`config.mk`:
```
export PLATFORM = sky130hd
export DESIGN_NAME = font_strip_glyph_segmenter
export DESIGN_NICKNAME = d
export VERILOG_FILES = /design/src/rtl/core/fsg_pkg.sv /design/src/rtl/core/fsg_seg.sv /design/src/rtl/core/fsg_outq.sv /design/src/rtl/core/font_strip_glyph_segmenter.sv
export SDC_FILE = /design/constraint.sdc
export NUM_CORES = 1
export LEC_CHECK = 0
export ABC_AREA = 1
export BUFFER_PORTS_ARGS = -buffer_cell sky130_fd_sc_hd__buf_2
export CORE_ASPECT_RATIO = 1.25
export CORE_MARGIN = 2
export CORE_UTILIZATION = 60
export DETAILED_ROUTE_END_ITERATION = 7
export PLACE_DENSITY_LB_ADDON = 0.15
export SLEW_MARGIN = 20
export SYNTH_ARGS = -nofsm -noshare
export SYNTH_HDL_FRONTEND = slang
export SYNTH_SLANG_ARGS = --single-unit
```
`constraint.sdc`:
```
create_clock -name i_clk -period 10.7 [get_ports i_clk]
set_input_delay 2.14 -clock i_clk [delete_from_list [all_inputs] [get_ports i_clk]]
set_output_delay 2.14 -clock i_clk [all_outputs]
set_load 0.01 [all_outputs]
```
`src/rtl/core/fsg_pkg.sv`:
```
// ----------------------------------------------------------------------------
// fsg_pkg
// Shared types, constants and helper functions for the font strip glyph
// segmenter: register codes, settings bundle, event record and clamping.
// ----------------------------------------------------------------------------
package fsg_pkg;

    // Field widths
    localparam int PIX_W    = 16;
    localparam int COL_W    = 13;
    localparam int LEFT_W   = 12;
    localparam int ROW_W    = 8;
    localparam int NUM_W    = 7;
    localparam int HEIGHT_W = 9;

    // Glyph table size: at most GLYPH_SLOTS-1 glyphs are reported
    localparam int GLYPH_SLOTS = 95;

    // Space width divisor and its scaled reciprocal
    localparam int SPACE_DIV   = 95;
    localparam int RECIP_SHIFT = 22;
    localparam int RECIP       = ((1 << RECIP_SHIFT) + SPACE_DIV - 1) / SPACE_DIV;
    localparam int PROD_W      = 30;

    // Register reset values
    localparam logic [COL_W-1:0]    RST_WIDTH  = 13'd950;
    localparam logic [HEIGHT_W-1:0] RST_HEIGHT = 9'd16;
    localparam logic [PIX_W-1:0]    RST_KEY    = 16'd0;

    // Register index codes
    typedef enum logic [1:0] {
        CFG_IMAGE_WIDTH  = 2'd0,
        CFG_IMAGE_HEIGHT = 2'd1,
        CFG_KEY_COLOR    = 2'd2
    } t_cfg_idx;

    // Settings as used by the datapath (already clamped)
    typedef struct packed {
        logic [LEFT_W-1:0] width_m1;
        logic [ROW_W-1:0]  height_m1;
        logic [PIX_W-1:0]  key;
        logic [NUM_W-1:0]  space;
    } t_cfg;

    // Everything one pixel can cause: an optional glyph, an optional summary
    typedef struct packed {
        logic              has_glyph;
        logic [NUM_W-1:0]  glyph_number;
        logic [LEFT_W-1:0] left_column;
        logic [COL_W-1:0]  right_bound;
        logic [ROW_W-1:0]  bottom_row;
        logic              has_sum;
        logic [NUM_W-1:0]  glyph_total;
        logic [NUM_W-1:0]  space_width;
    } t_event;

    // Width clamped to 1..4096, minus one
    function automatic logic [LEFT_W-1:0] width_m1_of(input logic [COL_W-1:0] w);
        logic [COL_W-1:0] d;
        begin
            d = w - 13'd1;
            if (w == '0) begin
                width_m1_of = '0;
            end else if (w[COL_W-1] && (w[COL_W-2:0] != '0)) begin
                width_m1_of = '1;
            end else begin
                width_m1_of = d[LEFT_W-1:0];
            end
        end
    endfunction

    // Height clamped to 1..256, minus one
    function automatic logic [ROW_W-1:0] height_m1_of(input logic [HEIGHT_W-1:0] h);
        logic [HEIGHT_W-1:0] d;
        begin
            d = h - 9'd1;
            if (h == '0) begin
                height_m1_of = '0;
            end else if (h[HEIGHT_W-1] && (h[HEIGHT_W-2:0] != '0)) begin
                height_m1_of = '1;
            end else begin
                height_m1_of = d[ROW_W-1:0];
            end
        end
    endfunction

    // Clamped width / 95 - 1, by reciprocal multiply (exact for 13-bit widths)
    function automatic logic [NUM_W-1:0] space_of(input logic [COL_W-1:0] w);
        logic [COL_W-1:0]  wc;
        logic [PROD_W-1:0] prod;
        logic [NUM_W-1:0]  q;
        begin
            wc   = {1'b0, width_m1_of(w)} + 13'd1;
            prod = PROD_W'(wc) * PROD_W'(RECIP);
            q    = prod[RECIP_SHIFT +: NUM_W];
            space_of = q - 7'd1;
        end
    endfunction

endpackage

```
`src/rtl/core/fsg_seg.sv`:
```
// ----------------------------------------------------------------------------
// fsg_seg
// Column scanner: row/column counters, clear-column tracking and run
// detection. Each processed pixel yields at most one event record.
// ----------------------------------------------------------------------------
module fsg_seg #(
    parameter int GLYPH_SLOTS = fsg_pkg::GLYPH_SLOTS
) (
    input  logic                          i_clk,
    input  logic                          i_rst_n,
    input  logic                          i_step,
    input  logic [fsg_pkg::PIX_W-1:0]     i_pixel,
    input  fsg_pkg::t_cfg                 i_cfg,
    output logic                          o_evt_valid,
    output fsg_pkg::t_event               o_evt
);
    import fsg_pkg::*;

    logic [ROW_W-1:0]  r_row,       n_row;
    logic [COL_W-1:0]  r_col,       n_col;
    logic              r_col_clear, n_col_clear;
    logic              r_in_run,    n_in_run;
    logic [LEFT_W-1:0] r_run_start, n_run_start;
    logic [NUM_W-1:0]  r_found,     n_found;

    logic              clr_now, col_done, last_col;
    logic              new_run, in_run_mid, glyph_a, glyph_b, room, has_glyph, has_sum;
    logic [LEFT_W-1:0] start_mid;
    logic [NUM_W-1:0]  found_mid;

    // Per-pixel decisions
    always_comb begin
        clr_now    = r_col_clear && (i_pixel == i_cfg.key);
        col_done   = !(r_row < i_cfg.height_m1);
        last_col   = r_col >= {1'b0, i_cfg.width_m1};
        // run closed by a clear column
        glyph_a    = col_done && clr_now && r_in_run;
        new_run    = col_done && !clr_now && !r_in_run;
        in_run_mid = col_done ? !clr_now : r_in_run;
        start_mid  = new_run ? r_col[LEFT_W-1:0] : r_run_start;
        // run closed by the right edge
        glyph_b    = col_done && last_col && in_run_mid;
        room       = r_found < NUM_W'(GLYPH_SLOTS - 1);
        has_glyph  = (glyph_a || glyph_b) && room;
        has_sum    = col_done && last_col;
        found_mid  = r_found + {{(NUM_W-1){1'b0}}, has_glyph};

        o_evt_valid        = has_glyph || has_sum;
        o_evt.has_glyph    = has_glyph;
        o_evt.glyph_number = r_found;
        o_evt.left_column  = start_mid;
        o_evt.right_bound  = glyph_b ? (r_col + 13'd2) : (r_col + 13'd1);
        o_evt.bottom_row   = i_cfg.height_m1;
        o_evt.has_sum      = has_sum;
        o_evt.glyph_total  = found_mid + 7'd1;
        o_evt.space_width  = i_cfg.space;
    end

    // Next state
    always_comb begin
        n_row       = col_done ? '0 : (r_row + 8'd1);
        n_col_clear = col_done ? 1'b1 : clr_now;
        n_col       = col_done ? (last_col ? '0 : (r_col + 13'd1)) : r_col;
        n_in_run    = has_sum ? 1'b0 : in_run_mid;
        n_run_start = has_sum ? '0 : start_mid;
        n_found     = has_sum ? '0 : found_mid;
    end

    always_ff @(posedge i_clk) begin
        if (!i_rst_n) begin
            r_row       <= '0;
            r_col       <= '0;
            r_col_clear <= 1'b1;
            r_in_run    <= 1'b0;
            r_run_start <= '0;
            r_found     <= '0;
        end else if (i_step) begin
            r_row       <= n_row;
            r_col       <= n_col;
            r_col_clear <= n_col_clear;
            r_in_run    <= n_in_run;
            r_run_start <= n_run_start;
            r_found     <= n_found;
        end
    end

endmodule

```
`src/rtl/core/fsg_outq.sv`:
```
// ----------------------------------------------------------------------------
// fsg_outq
// Two-entry event queue feeding the result channel. An event holding both a
// glyph and a summary is sent as two results, glyph first.
// ----------------------------------------------------------------------------
module fsg_outq (
    input  logic                               i_clk,
    input  logic                               i_rst_n,
    input  logic                               i_push,
    input  fsg_pkg::t_event                    i_evt,
    output logic                               o_full,
    output logic                               o_res_valid,
    input  logic                               i_res_stall,
    output logic                               o_kind,
    output logic [fsg_pkg::NUM_W-1:0]          o_glyph_number,
    output logic [fsg_pkg::LEFT_W-1:0]         o_left_column,
    output logic [fsg_pkg::COL_W-1:0]          o_right_bound,
    output logic [fsg_pkg::ROW_W-1:0]          o_bottom_row,
    output logic [fsg_pkg::NUM_W-1:0]          o_glyph_total,
    output logic signed [fsg_pkg::NUM_W-1:0]   o_space_width,
    output logic                               o_last
);
    import fsg_pkg::*;

    t_event     r_q [2];
    logic       r_wp, r_rp, r_half;
    logic [1:0] r_cnt;

    t_event     head;
    logic       show_glyph, take, pop;

    // Head decode
    always_comb begin
        head        = r_q[r_rp];
        o_res_valid = r_cnt != 2'd0;
        o_full      = r_cnt == 2'd2;
        show_glyph  = head.has_glyph && !r_half;
        take        = o_res_valid && !i_res_stall;
        pop         = take && (!show_glyph || !head.has_sum);

        o_kind         = !show_glyph;
        o_last         = !show_glyph;
        o_glyph_number = show_glyph ? head.glyph_number : '0;
        o_left_column  = show_glyph ? head.left_column  : '0;
        o_right_bound  = show_glyph ? head.right_bound  : '0;
        o_bottom_row   = show_glyph ? head.bottom_row   : '0;
        o_glyph_total  = show_glyph ? '0 : head.glyph_total;
        o_space_width  = show_glyph ? '0 : $signed(head.space_width);
    end

    // Event storage
    always_ff @(posedge i_clk) begin
        if (i_push) begin
            r_q[r_wp] <= i_evt;
        end
    end

    // Pointers, fill count, glyph-sent flag
    always_ff @(posedge i_clk) begin
        if (!i_rst_n) begin
            r_wp   <= 1'b0;
            r_rp   <= 1'b0;
            r_cnt  <= '0;
            r_half <= 1'b0;
        end else begin
            if (i_push) begin
                r_wp <= !r_wp;
            end
            if (pop) begin
                r_rp   <= !r_rp;
                r_half <= 1'b0;
            end else if (take) begin
                r_half <= 1'b1;
            end
            r_cnt <= r_cnt + {1'b0, i_push} - {1'b0, pop};
        end
    end

endmodule

```
`src/rtl/core/font_strip_glyph_segmenter.sv`:
```
// ----------------------------------------------------------------------------
// font_strip_glyph_segmenter
// Splits a column-major font strip into glyph rectangles by key-color
// columns and closes each image with a summary result.
// ----------------------------------------------------------------------------
//  channel   | direction | handshake                    | payload
//  ----------+-----------+------------------------------+-------------------------
//  pixel     | in        | i_pixel_valid / o_pixel_stall| i_pixel
//  result    | out       | o_res_valid / i_res_stall    | o_kind .. o_last
//  config    | in        | i_cfg_valid / o_cfg_ready    | i_cfg_index, i_cfg_data
//
//  One pixel per cycle while the queue has room: a pixel is held in the input
//  register, then the scanner updates its counters and files any results into a
//  two-entry queue. The last pixel of a run-closing final column gives two
//  results, glyph first. The pixel input stalls only while the queue is full.
//  Reset (synchronous, low) empties the queue and restores the settings.
// ----------------------------------------------------------------------------
module font_strip_glyph_segmenter #(
    parameter int GLYPH_SLOTS = fsg_pkg::GLYPH_SLOTS
) (
    input  logic                               i_clk,
    input  logic                               i_rst_n,
    input  logic                               i_pixel_valid,
    output logic                               o_pixel_stall,
    input  logic [fsg_pkg::PIX_W-1:0]          i_pixel,
    output logic                               o_res_valid,
    input  logic                               i_res_stall,
    output logic                               o_kind,
    output logic [fsg_pkg::NUM_W-1:0]          o_glyph_number,
    output logic [fsg_pkg::LEFT_W-1:0]         o_left_column,
    output logic [fsg_pkg::COL_W-1:0]          o_right_bound,
    output logic [fsg_pkg::ROW_W-1:0]          o_bottom_row,
    output logic [fsg_pkg::NUM_W-1:0]          o_glyph_total,
    output logic signed [fsg_pkg::NUM_W-1:0]   o_space_width,
    output logic                               o_last,
    input  logic                               i_cfg_valid,
    output logic                               o_cfg_ready,
    input  logic [1:0]                         i_cfg_index,
    input  logic [fsg_pkg::PIX_W-1:0]          i_cfg_data
);
    import fsg_pkg::*;

    t_cfg             r_cfg;
    logic             r_pix_valid;
    logic [PIX_W-1:0] r_pix;
    logic             q_full, step, load, evt_valid;
    t_event           evt;

    // Configuration writes, stored clamped
    assign o_cfg_ready = 1'b1;

    always_ff @(posedge i_clk) begin
        if (!i_rst_n) begin
            r_cfg.width_m1  <= width_m1_of(RST_WIDTH);
            r_cfg.height_m1 <= height_m1_of(RST_HEIGHT);
            r_cfg.key       <= RST_KEY;
            r_cfg.space     <= space_of(RST_WIDTH);
        end else if (i_cfg_valid && o_cfg_ready) begin
            unique case (t_cfg_idx'(i_cfg_index))
                CFG_IMAGE_WIDTH: begin
                    r_cfg.width_m1 <= width_m1_of(i_cfg_data[COL_W-1:0]);
                    r_cfg.space    <= space_of(i_cfg_data[COL_W-1:0]);
                end
                CFG_IMAGE_HEIGHT: begin
                    r_cfg.height_m1 <= height_m1_of(i_cfg_data[HEIGHT_W-1:0]);
                end
                CFG_KEY_COLOR: begin
                    r_cfg.key <= i_cfg_data;
                end
                default: begin
                end
            endcase
        end
    end

    // Input register
    always_comb begin
        step          = r_pix_valid && !q_full;
        o_pixel_stall = r_pix_valid && q_full;
        load          = i_pixel_valid && !o_pixel_stall;
    end

    always_ff @(posedge i_clk) begin
        if (!i_rst_n) begin
            r_pix_valid <= 1'b0;
        end else if (load) begin
            r_pix_valid <= 1'b1;
        end else if (step) begin
            r_pix_valid <= 1'b0;
        end
    end

    always_ff @(posedge i_clk) begin
        if (load) begin
            r_pix <= i_pixel;
        end
    end

    fsg_seg #(
        .GLYPH_SLOTS (GLYPH_SLOTS)
    ) u_seg (
        .i_clk       (i_clk),
        .i_rst_n     (i_rst_n),
        .i_step      (step),
        .i_pixel     (r_pix),
        .i_cfg       (r_cfg),
        .o_evt_valid (evt_valid),
        .o_evt       (evt)
    );

    fsg_outq u_outq (
        .i_clk          (i_clk),
        .i_rst_n        (i_rst_n),
        .i_push         (step && evt_valid),
        .i_evt          (evt),
        .o_full         (q_full),
        .o_res_valid    (o_res_valid),
        .i_res_stall    (i_res_stall),
        .o_kind         (o_kind),
        .o_glyph_number (o_glyph_number),
        .o_left_column  (o_left_column),
        .o_right_bound  (o_right_bound),
        .o_bottom_row   (o_bottom_row),
        .o_glyph_total  (o_glyph_total),
        .o_space_width  (o_space_width),
        .o_last         (o_last)
    );

endmodule

```
# ---- Word level (Yosys, flattened, before mapping)
# Memory sizes are Yosys's and may differ from the RTL's. A register that Yosys moved wholly into a read port is not among the register bits.
# Cells that the tools add are included.
dict set report op_classes {
  addsub 11
  multipliers 1
  div_mod_pow 0
  order_cmp 3
  eq_ne 4
  shifts 0
  n_mux 28
  bitwise_logic 2
  n_reduce_logical 43
}
# operator count
set op_table {}
lappend op_table {{12-bit two-way mux} 8}
lappend op_table {{13-bit two-way mux} 3}
lappend op_table {{8-bit two-way mux} 4}
lappend op_table {{13-bit by 16-bit multiplier with 29-bit output (second input constant)} 1}
lappend op_table {{7-bit two-way mux} 4}
lappend op_table {{1-bit logical AND} 17}
lappend op_table {{16-bit equality test} 1}
lappend op_table {{12-bit by 1-bit adder with 13-bit output (second input constant)} 1}
lappend op_table {{13-bit by 1-bit adder with 13-bit output (second input constant)} 1}
lappend op_table {{13-bit by 2-bit adder with 13-bit output (second input constant)} 1}
lappend op_table {{13-bit by 12-bit greater-or-equal comparator with 1-bit output} 1}
lappend op_table {{13-bit logical NOT} 1}
lappend op_table {{12-bit nonzero test} 1}
lappend op_table {{12-bit by 1-bit subtractor with 12-bit output (second input constant)} 1}
lappend op_table {{1-bit logical NOT} 11}
lappend op_table {{9-bit logical NOT} 1}
lappend op_table {{1-bit two-way mux} 9}
lappend op_table {{8-bit by 1-bit adder with 8-bit output (second input constant)} 1}
lappend op_table {{8-bit < comparator} 1}
lappend op_table {{2-bit AND reduction} 4}
lappend op_table {{8-bit nonzero test} 1}
lappend op_table {{8-bit by 1-bit subtractor with 8-bit output (second input constant)} 1}
lappend op_table {{7-bit by 1-bit adder with 7-bit output} 1}
lappend op_table {{7-bit by 1-bit adder with 7-bit output (second input constant)} 1}
lappend op_table {{11 further kinds} 16}
dict set report word_totals {
  reg_bits 107
  latchBits 0
  ramBits 112
  mem_bits_ro 0
  inputBits 39
  out_inout_bits 59
  word_cells 109
  mem_count 1
}
# memory depth width read_ports rd_ports_with_merged_regs write_ports line
set memory_table {}
lappend memory_table {u_outq.r_q 2 56 1 1 1 fsg_outq.sv:25} ;# t_event r_q [2];

# ---- Logic depth before layout (Yosys ltp)
# Gate-level depths: netlist of run 1.
dict set report depth {
  ltp_word 11
  depth_mapped 46
  depth_no_buf 46
}

# ---- Cells and area by module
# Synthesis of run 1 repeated with hierarchy kept, for this count alone.
dict set report hier_totals {
  hier_cells 1898
  area_unflattened_um2 15517.4
}
# mod instances cells_each area_per_inst_um2 seq_area_each_um2
set by_module_without_submodules {}
lappend by_module_without_submodules {font_strip_glyph_segmenter 1 959 7234.4 1361.3}
lappend by_module_without_submodules {fsg_outq 1 364 4648.2 3483.3}
lappend by_module_without_submodules {fsg_seg 1 575 3634.7 840.8}

# ---- Worst setup path after synthesis of run 1
# Ideal clock, no wire load.
dict set report synth_timing {
  kind {input-to-reg}
  startpoint {input i_cfg_data[0] (netlist bit)}
  endpoint {register r_cfg[6] (netlist bit)}
  setup_time_ns 0.056
  arrival_time_ns 8.503
  t_required_ns 10.644
  setup_slack_ns 2.141
  path_stages 39
  path_buffers 1
  cell_sequence {inv_2 -> ha_1 -> nand2_4 -> nor2_4 -> nand2_4 -> nand2_2 -> buf_6 -> a21oi_1 -> ha_1 -> nand2_1 -> nor2_1 -> nand2_2 -> nor2_4 -> nand3_1 -> nand2_1 -> nand2_1 -> fa_1 -> inv_1 -> [... 3 more ...] -> fa_1 -> inv_1 -> ha_1 -> nand2_1 -> nor2_1 -> nand2_1 -> nor2_1 -> nand2_1 -> nand3_1 -> nand2_1 -> nand2_1 -> ha_1 -> nand3_1 -> nor2_1 -> nand3_1 -> nand3_1 -> nand2_1 -> inv_1}
}
dict set report synth_via {
  elab_chain_cells 10
  elab_cells_between_ends 12
  cone_classes {add/sub (3); mul (1); mux (5); reduce/logical (3)}
}
# element line
set synth_rtl {}
lappend synth_rtl {{from (decl)} font_strip_glyph_segmenter.sv:39} ;# input logic [fsg_pkg::PIX_W-1:0] i_cfg_data
lappend synth_rtl {{branches (longest 3 deep; another with 12-bit by 1-bit subtractor with 12-bit output)} --}
lappend synth_rtl {{12-bit two-way mux *} fsg_pkg.sv:62} ;# if (w == '0) begin
lappend synth_rtl {{12-bit two-way mux *} font_strip_glyph_segmenter.sv:59} ;# unique case (t_cfg_idx'(i_cfg_index))
lappend synth_rtl {{12-bit two-way mux *} font_strip_glyph_segmenter.sv:58} ;# end else if (i_cfg_valid && o_cfg_ready) begin
lappend synth_rtl {{12-bit two-way mux *} font_strip_glyph_segmenter.sv:53} ;# if (!i_rst_n) begin
lappend synth_rtl {{12-bit by 1-bit adder with 13-bit output *} fsg_pkg.sv:93} ;# wc = {1'b0, width_m1_of(w)} + 13'd1;
lappend synth_rtl {{13-bit by 16-bit multiplier with 29-bit output *} fsg_pkg.sv:94} ;# prod = PROD_W'(wc) * PROD_W'(RECIP);
lappend synth_rtl {{7-bit by 1-bit subtractor with 7-bit output *} fsg_pkg.sv:96} ;# space_of = q - 7'd1;
lappend synth_rtl {{to (decl)} font_strip_glyph_segmenter.sv:43} ;# t_cfg r_cfg;
# Every way passes the cells marked *. The select of a mux whose other input is x is not followed.
# A chain may end at the register's enable or synchronous reset.

# ---- Final worst setup path of run 1
# Same ends and word-level chain as after synthesis.

==> impl_metrics.json, run 1 <==
{
  "max_slew_margin_pct": 41.9,
  "crit_path_top_delay_cell": "a21oi_1",
  "num_vias": 11900,
  "leakagePower_uw": 0.00804,
  "syn_inst": 1829,
  "clockBufferDepth": 3,
  "grtUsageTotal_pct": 25.5,
  "cts_hold_buf": 0,
  "num_io_pins": 98,
  "die_w_um": 145,
  "fin_tns_setup_ns": 0,
  "clk_latency_ns": 0.50,
  "synth.most_common_cell": "nand2_1",
  "path_class": "primary input to flop",
  "synth_ff_type": "edfxtp_1",
  "top_layer": "met4",
  "powerDensity_nw_per_um2": 280,
  "cts_resized": 0,
  "first_pass_iters": 5,
  "totalWireLength_mm": 33.7,
  "skew_ns": 0.0224,
  "clockRootBuffer": "clkbuf_16",
  "cp-end-kind": "flop",
  "yosysUniqueCellTypes": 52,
  "critical_path.max_fanout": 12,
  "coreArea_um2": 24500,
  "dpl.hpwl_mm": 26.5,
  "hp-class": "flop to flop",
  "rsz0062_at_grt": "false",
  "grt-ovfl-total": 0,
  "yosys.area.top_type": "edfxtp_1",
  "arrival_ns": 9.36,
  "hold_violations": 0,
  "place_ws_ns": 1.28,
  "syn-num-nets": 2063,
  "async_flop_share_pct": 0,
  "ys_seq_elements": 220,
  "rows": 64,
  "finalMaxSlewViolations": 0,
  "crit_top_cell": "nand2_1",
  "yosysSeqAreaShare_pct": 37.9,
  "stdcell_count": 2259,
  "drc": 0,
  "worst-endpoint-required_ns": 11.14,
  "clk_pin_slew_ns": 0.06,
  "ant_nets": 0,
  "die_h_um": 181,
  "ctsHtreeMaxLevel": 1,
  "synth_edf_count": 128,
  "synthTopCellsByArea": "edfxtp_1, dfxtp_1, nand2_1, ha_1, fa_1",
  "via_per_inst": 5.25,
  "cap_violations": 0,
  "met1Wirelength_mm": 13.6,
  "syn_area_per_cell_um2": 8.20,
  "cts_tree": "yes",
  "placed_cells": 2219,
  "wl_per_cell_um": 14.9,
  "fin_util_pct": 67.1,
  "antenna_cells": 0,
  "gp_congestion": 1.00,
  "timing.final.ws_setup_ns": 1.79,
  "cts_buffers": 22,
  "yosysTopAreaCellShare_pct": 25.6,
  "synthToLayoutAreaGrowth_pct": 9.65,
  "start_kind": "primary input",
  "fin_crit_ns": 8.91,
  "wl_met3_mm": 1.28,
  "max_stage_delay_ns": 0.69,
  "grt_pass1_vias": 11500,
  "layout.nets": 2147,
  "fmax_ghz": 0.112,
  "synth_area_um2": 15000,
  "drive_above_1_share_pct": 9.85,
  "run_status": "completed",
  "grt_pass1_wl_mm": 54.9,
  "ir_drop_mv": 0.344,
  "synth_warnings": 0,
  "worst_slew_pin_slew_ns": 0.871,
  "cts_setup_buffers": 0,
  "die-area_um2": 26300,
  "met2_length_mm": 17.5,
  "drtIter0Drc": 540,
  "grt_antenna_before_repair": 0,
  "synth_common_cells": "nand2_1, inv_1, a21oi_1, edfxtp_1, ha_1",
  "initial_core_util_pct": 61.2,
  "post-route-period-util_pct": 83.3,
  "finalSetupViolCount": 0,
  "port-buffer-count": 96,
  "cts_num_sinks": 220,
  "grt_max_degree": 57
}
## path summary, 6_finish.rpt
check / startpoint / end / slack (ns) / cells past startpoint
worst max-delay path: i_cfg_data[0] / r_cfg[6] / 1.79 / 39
worst min-delay path: r_cfg[5] / u_outq.r_q[1][5] / 0.44 / 0
worst max register to register: r_pix[7] / u_outq.r_q[0][13] / 6.46 / 17
worst min register to register: r_cfg[5] / u_outq.r_q[1][5] / 0.44 / 0
## critical path, delay by kind of cell
| kind | cells | cell delay [ns] |
|---|---|---|
| AOI/OAI and AO/OA | 1 | 0.69 |
| adders and majority gates | 9 | 3.65 |
| buffers and inverters | 5 | 0.36 |
| and+or+nand+nor | 24 | 2.52 |
## metal layers
metal	up-vias	GRT usage, %
met5	-	0
met4	0	9.22
met3	79	2.35
li1	5945	-
met1	5551	30.4
met2	290	48.0
## layout by cell type, fill, tap and decap left out, drive strengths merged, types with 4 or more instances in the layout
master	instances
fa	74
clkbuf	34
nor2	110
nand4	19
clkinv	7
o21ai	72
a21oi	138
xnor2	11
nand3	74
nor3	16
and2	14
xor2	31
inv	365
nand2	474
ha	121
o21bai	4
dfxtp	92
edfxtp	128
buf	104
o32ai	4
or2	5
## report_power, final
group / leakage [µW] / total, µW / internal, µW / switching (µW)
sequential: 0.00192 / 917 / 906 / 11.0
combinational: 0.00580 / 2990 / 1080 / 1910
clock: 0.000316 / 701 / 398 / 303
## layout make-up
cell class                      count  area [µm²]
Multi-Input combinational cell   1199        7780
Tap cell                          330         413
Fill cell                        2111        8060
Inverter                          366        1370
Clock inverter                      6        31.3
Timing Repair Buffer              104         541
Sequential cell                   220        5690
Clock buffer                       34         617
## sequential cells by signal, summed over array words and instances (netlist names), named ones only
register           cells
u_seg.r_row            8
u_seg.r_in_run         1
u_outq.r_cnt           2
u_outq.r_rp            1
u_outq.r_half          1
u_outq.r_wp            1
u_outq.r_q           112
r_pix                 16
u_seg.r_run_start     12
u_seg.r_col_clear      1
u_seg.r_col           13
r_cfg                 43
u_seg.r_found          7
r_pix_valid            1
## cells by family after synthesis
| group | synth area share [%] |
|---|---|
| flip-flops | 37.9 |
| other | 0.0250 |
| XOR/XNOR | 2.45 |
| buffers and inverters | 10.4 |
| adder cells (fa/ha/maj) | 20.0 |
| multiplexers | 0.292 |
| AO/OA/AOI/OAI | 8.43 |
| AND/OR/NAND/NOR | 20.5 |
## stage by stage
| step | instance area, µm² | power, µW | hold slack (ns) |
|---|---|---|---|
| 2_1_floorplan | 15000 | 3230 | 0.420 |
| 4_1_cts | 16400 | 4650 | 0.441 |
| 5_1_grt | 16400 | 5160 | 0.474 |
| 6_report | 16400 | 4610 | 0.441 |
| 3_3_place_gp | 15800 | 3890 | 0.429 |
| 3_5_place_dp | 15800 | 3940 | 0.439 |
Note: power is estimated with default switching activity, not from simulation.
==> run 2: changes to the inputs <==
==> constraint.sdc (replaced) <==
create_clock -name i_clk -period 9.1 [get_ports i_clk]
set_input_delay 1.82 -clock i_clk [delete_from_list [all_inputs] [get_ports i_clk]]
set_output_delay 1.82 -clock i_clk [all_outputs]
set_load 0.01 [all_outputs]
==> run 2 against run 1 <==
  * Sequential share of layout area fell by 0.084 points
  * Die area did not move
  * Setup slack got worse by 0.93 ns
  * Design area rose by 0.29%
  * Final cell count did not move
  * Total power rose by 19%
  * Combinational power rose by 18%
  * Clock-buffer cell count fell by 4
  * Clock power rose by 23%
  * Critical path type unchanged
==> impl_metrics.json, run 2 (same netlist as run 1, synthesis figures left out) <==
{
  "via_per_inst": 5.14,
  "grt_pass1_vias": 11100,
  "num_io_pins": 98,
  "cts_num_sinks": 220,
  "ant_nets": 0,
  "ctsHtreeMaxLevel": 1,
  "initial_core_util_pct": 61.2,
  "grt_pass1_wl_mm": 53.8,
  "run_status": "completed",
  "gp_congestion": 0.937,
  "path_class": "primary input to flop",
  "start_kind": "primary input",
  "finalMaxSlewViolations": 0,
  "hold_violations": 0,
  "cp-end-kind": "flop",
  "die_h_um": 181,
  "r2r_slack_ns": 4.87,
  "final_cell_mix": "nand2_1, inv_1, a21oi_1",
  "crit_top_cell": "nand2_1",
  "grtUsageTotal_pct": 25.3,
  "critical_path.max_fanout": 12,
  "hp-class": "flop to flop",
  "coreArea_um2": 24500,
  "antenna_cells": 0,
  "worstHoldStart": "r_cfg[4]",
  "drtIter0Drc": 608,
  "rsz0062_at_grt": "false",
  "ir_drop_mv": 0.545,
  "first_pass_iters": 5,
  "cts_hold_buf": 0,
  "finalSetupViolCount": 0,
  "layout.nets": 2147,
  "drc": 0,
  "powerDensity_nw_per_um2": 332,
  "rows": 64,
  "fin_tns_setup_ns": 0,
  "synthToLayoutAreaGrowth_pct": 9.97,
  "grt-ovfl-total": 0,
  "max_stage_delay_ns": 0.54,
  "die_w_um": 145,
  "fmax_ghz": 0.121,
  "cts_tree": "yes",
  "power_uw": 5470,
  "leakagePower_uw": 0.00807,
  "largest_register_ffs": 112,
  "largest_register": "u_outq.r_q",
  "die-area_um2": 26300,
  "r2r_start": "u_seg.r_col[0]",
  "drive_above_1_share_pct": 10.1,
  "clk_pin_slew_ns": 0.06,
  "num_vias": 11600,
  "port-buffer-count": 96,
  "max_slew_margin_pct": 30.4,
  "reg2reg_depth": 12,
  "final_common_cell": "nand2_1",
  "worst_slew_pin_slew_ns": 1.04,
  "wl_per_cell_um": 14.9,
  "crit_path_top_delay_cell": "fa_1",
  "clockRootBuffer": "clkbuf_16",
  "hold_ws_ns": 0.441,
  "arrival_ns": 8.69,
  "grt_max_degree": 58,
  "fin_crit_ns": 8.25,
  "cap_violations": 0,
  "cts_setup_buffers": 0,
  "dpl.hpwl_mm": 26.4,
  "grt_antenna_before_repair": 0,
  "cts_resized": 0,
  "totalWireLength_mm": 33.6,
  "clk_latency_ns": 0.50,
  "worst_hold_path.num_cells": 0,
  "reg_top3": "u_outq.r_q (112), r_cfg (43), r_pix (16)",
  "min_to": "u_outq.r_q[1][4]",
  "skew_ns": 0.0118,
  "cts_buffers": 22,
  "worstReg2RegEnd": "u_outq.r_q[1][27]",
  "post-route-period-util_pct": 90.6,
  "worst-endpoint-required_ns": 9.55,
  "clockBufferDepth": 3
}
-- run 2: changes by cell type in the layout (fill, tap and decap cells not counted), sizes merged --
cell,delta
bufinv,+1
clkbuf,-4
clkinv,+2
inv,+1
-- run 2: layout make-up --
class / instances / area [µm²]
Fill cell: 2091 / 8010
Multi-Input combinational cell: 1199 / 7780
Sequential cell: 220 / 5690
Inverter: 366 / 1370
Clock buffer: 30 / 612
Timing Repair Buffer: 104 / 541
Tap cell: 330 / 413
Clock inverter: 10 / 81.3
-- run 2: layer usage --
metal	vias to the layer above	share of wire [%]	global-route usage [%]	wire (µm)
met5	-	0	0	0
met4	0	3.9	10.3	1320
met3	66	3.8	2.47	1280
met2	250	51	46.2	17200
met1	5336	41	30.6	13800
li1	5949	-	-	-
-- run 2: worst max path at each step --
stage | from | end | slack, ns
2_1_floorplan | i_cfg_data[0] | r_cfg[6] | 0.86
3_5_place_dp | i_cfg_data[0] | r_cfg[6] | 0.41
3_3_place_gp | i_cfg_data[0] | r_cfg[6] | 0.65
5_1_grt | i_cfg_data[0] | r_cfg[6] | 0.25
6_report | i_cfg_data[0] | r_cfg[6] | 0.85
4_1_cts | i_cfg_data[0] | r_cfg[6] | 0.91
-- run 2: worst max-delay path: cells and delay by family --
family | cells | cell delay (ns)
compound gates | 1 | 0.35
fa+ha+maj | 9 | 3.55
buf+inv | 5 | 0.33
simple gates | 24 | 2.59
-- run 2: metrics by stage --
| step | instance area, µm² | worst slack (ns) | std cells | utilization (%) |
|---|---|---|---|---|
| after CTS | 16500 | 0.907 | 2259 | 67.3 |
| after detailed placement | 15800 | 0.412 | 2219 | 64.5 |
| after global routing | 16500 | 0.246 | 2259 | 67.3 |
| after floorplan | 15000 | 0.861 | 1829 | - |
| final | 16500 | 0.854 | 2259 | 67.3 |
| after global placement | 15800 | 0.645 | 2219 | 64.5 |
-- run 2: report_power, final --
group / total [µW] / switching (µW) / internal (µW)
combinational: 3530 / 2260 / 1270
clock: 863 / 361 / 502
sequential: 1080 / 12.3 / 1060
==> run 3: changes to the inputs <==
==> constraint.sdc (replaced) <==
create_clock -name i_clk -period 9.1 [get_ports i_clk]
set_input_delay 0.91 -clock i_clk [delete_from_list [all_inputs] [get_ports i_clk]]
set_output_delay 0.91 -clock i_clk [all_outputs]
set_load 0.01 [all_outputs]
==> run 3 against run 2 <==
  * First-iteration DRC count up 4.6%
  * Total power is 1.4% lower
  * Sequential share of layout area grew 0.14 points
  * Largest cell class unchanged
  * Combinational power about the same
  * Routed wire length grew 0.41%
  * Die area unchanged
  * Clock skew increased by 0.031 ns
  * Register-to-register slack worse by 0.03 ns
  * Clock-buffer cell count down 3
  * Hold slack improved by 0.010 ns
==> impl_metrics.json, run 3 (same netlist as run 1, synthesis figures left out) <==
{
  "run_status": "completed",
  "cts_setup_buffers": 0,
  "antenna_cells": 0,
  "crit_top_cell": "nand2_1",
  "wl_per_cell_um": 14.9,
  "grt_pass1_vias": 11200,
  "fin_crit_ns": 7.34,
  "largest_register_ffs": 112,
  "fill_cells": 2064,
  "clockBufferDepth": 3,
  "grtUsageTotal_pct": 25.5,
  "critical_path.max_fanout": 12,
  "cpLargestDelayFamily": "adder cells",
  "rows": 64,
  "arrival_ns": 7.77,
  "hp-class": "flop to flop",
  "first_pass_iters": 7,
  "finalSetupViolCount": 0,
  "fmax_ghz": 0.136,
  "skew_ns": 0.0432,
  "drive_above_1_share_pct": 10.0,
  "ir_drop_mv": 0.408,
  "die-area_um2": 26300,
  "num_io_pins": 98,
  "port-buffer-count": 96,
  "cts_hold_buf": 0,
  "coreArea_um2": 24500,
  "ant_nets": 0,
  "num_vias": 11800,
  "max_slew_margin_pct": 43.7,
  "gp_congestion": 0.990,
  "cts_buffers": 21,
  "grt_antenna_before_repair": 0,
  "powerDensity_nw_per_um2": 329,
  "worst_slew_pin_slew_ns": 0.841,
  "grt_max_degree": 57,
  "crit_path_top_delay_cell": "fa_1",
  "cts_tree": "yes",
  "grt_pass1_wl_mm": 54.5,
  "reg_top3": "u_outq.r_q (112), r_cfg (43), r_pix (16)",
  "cap_violations": 0,
  "die_h_um": 181,
  "max_stage_delay_ns": 0.58,
  "path_class": "primary input to flop",
  "clk_pin_slew_ns": 0.06,
  "totalWireLength_mm": 33.7,
  "rsz0062_at_grt": "false",
  "worstPathBufferInverterCount": 5,
  "start_kind": "primary input",
  "hold_violations": 0,
  "clockRootBuffer": "clkbuf_16",
  "ctsHtreeMaxLevel": 1,
  "initial_core_util_pct": 61.2,
  "fin_tns_setup_ns": 0,
  "final_cell_mix": "nand2_1, inv_1, a21oi_1",
  "final_common_cell": "nand2_1",
  "cts_resized": 0,
  "drtIter0Drc": 636,
  "finalMaxSlewViolations": 0,
  "clk_latency_ns": 0.52,
  "cts_num_sinks": 220,
  "cp-end-kind": "flop",
  "via_per_inst": 5.21,
  "die_w_um": 145,
  "post-route-period-util_pct": 80.6,
  "drc": 0,
  "fin_util_pct": 67.0,
  "leakagePower_uw": 0.00803,
  "grt-ovfl-total": 0,
  "dpl.hpwl_mm": 26.3,
  "synthToLayoutAreaGrowth_pct": 9.48,
  "layout.nets": 2146,
  "worst-endpoint-required_ns": 9.54,
  "largest_register": "u_outq.r_q"
}
## run 3: layout make-up
| class | count | area (µm²) | area share (%) |
|---|---|---|---|
| clock buffers | 27 | 558 | 3.40 |
| repair buffers | 104 | 541 | 3.29 |
| clock inverters | 11 | 65.1 | 0.396 |
| flip-flops and latches | 220 | 5690 | 34.6 |
| well taps | 330 | 413 | 2.51 |
| inverters | 366 | 1370 | 8.37 |
| multi-input cells | 1199 | 7780 | 47.4 |
## run 3: layer usage
metal	up-vias	share of wire [%]	global-route usage, %
li1	5942	-	-
met1	5470	41	31.3
met2	282	51	46.4
met3	74	4.0	2.70
met4	0	3.5	9.29
met5	-	0	0
## run 3: where the power goes
group          switching [µW]  internal, µW  total, µW
combinational            2240          1270       3510
clock                     371           437        808
sequential               12.4          1060       1080
total                    2620          2770       5400
## run 3: final timing paths
path | start | end | slack, ns | depth (start not counted)
setup reg to reg | r_pix[7] | u_outq.r_q[0][13] | 4.84 | 17
setup / recovery | i_cfg_data[0] | r_cfg[6] | 1.76 | 39
hold reg to reg | r_cfg[1] | u_outq.r_q[0][1] | 0.45 | 0
hold / removal | r_cfg[1] | u_outq.r_q[0][1] | 0.45 | 0
## run 3: per-stage QoR
stage	setup slack (ns)	cell area, µm²	instances	total power [µW]	hold slack, ns
2_1_floorplan	1.77	15000	1829	3800	0.420
3_3_place_gp	1.45	15800	2219	4580	0.428
3_5_place_dp	1.34	15800	2219	4610	0.441
4_1_cts	1.80	16400	2257	5450	0.454
5_1_grt	1.20	16400	2257	6000	0.468
6_report	1.76	16400	2257	5400	0.452
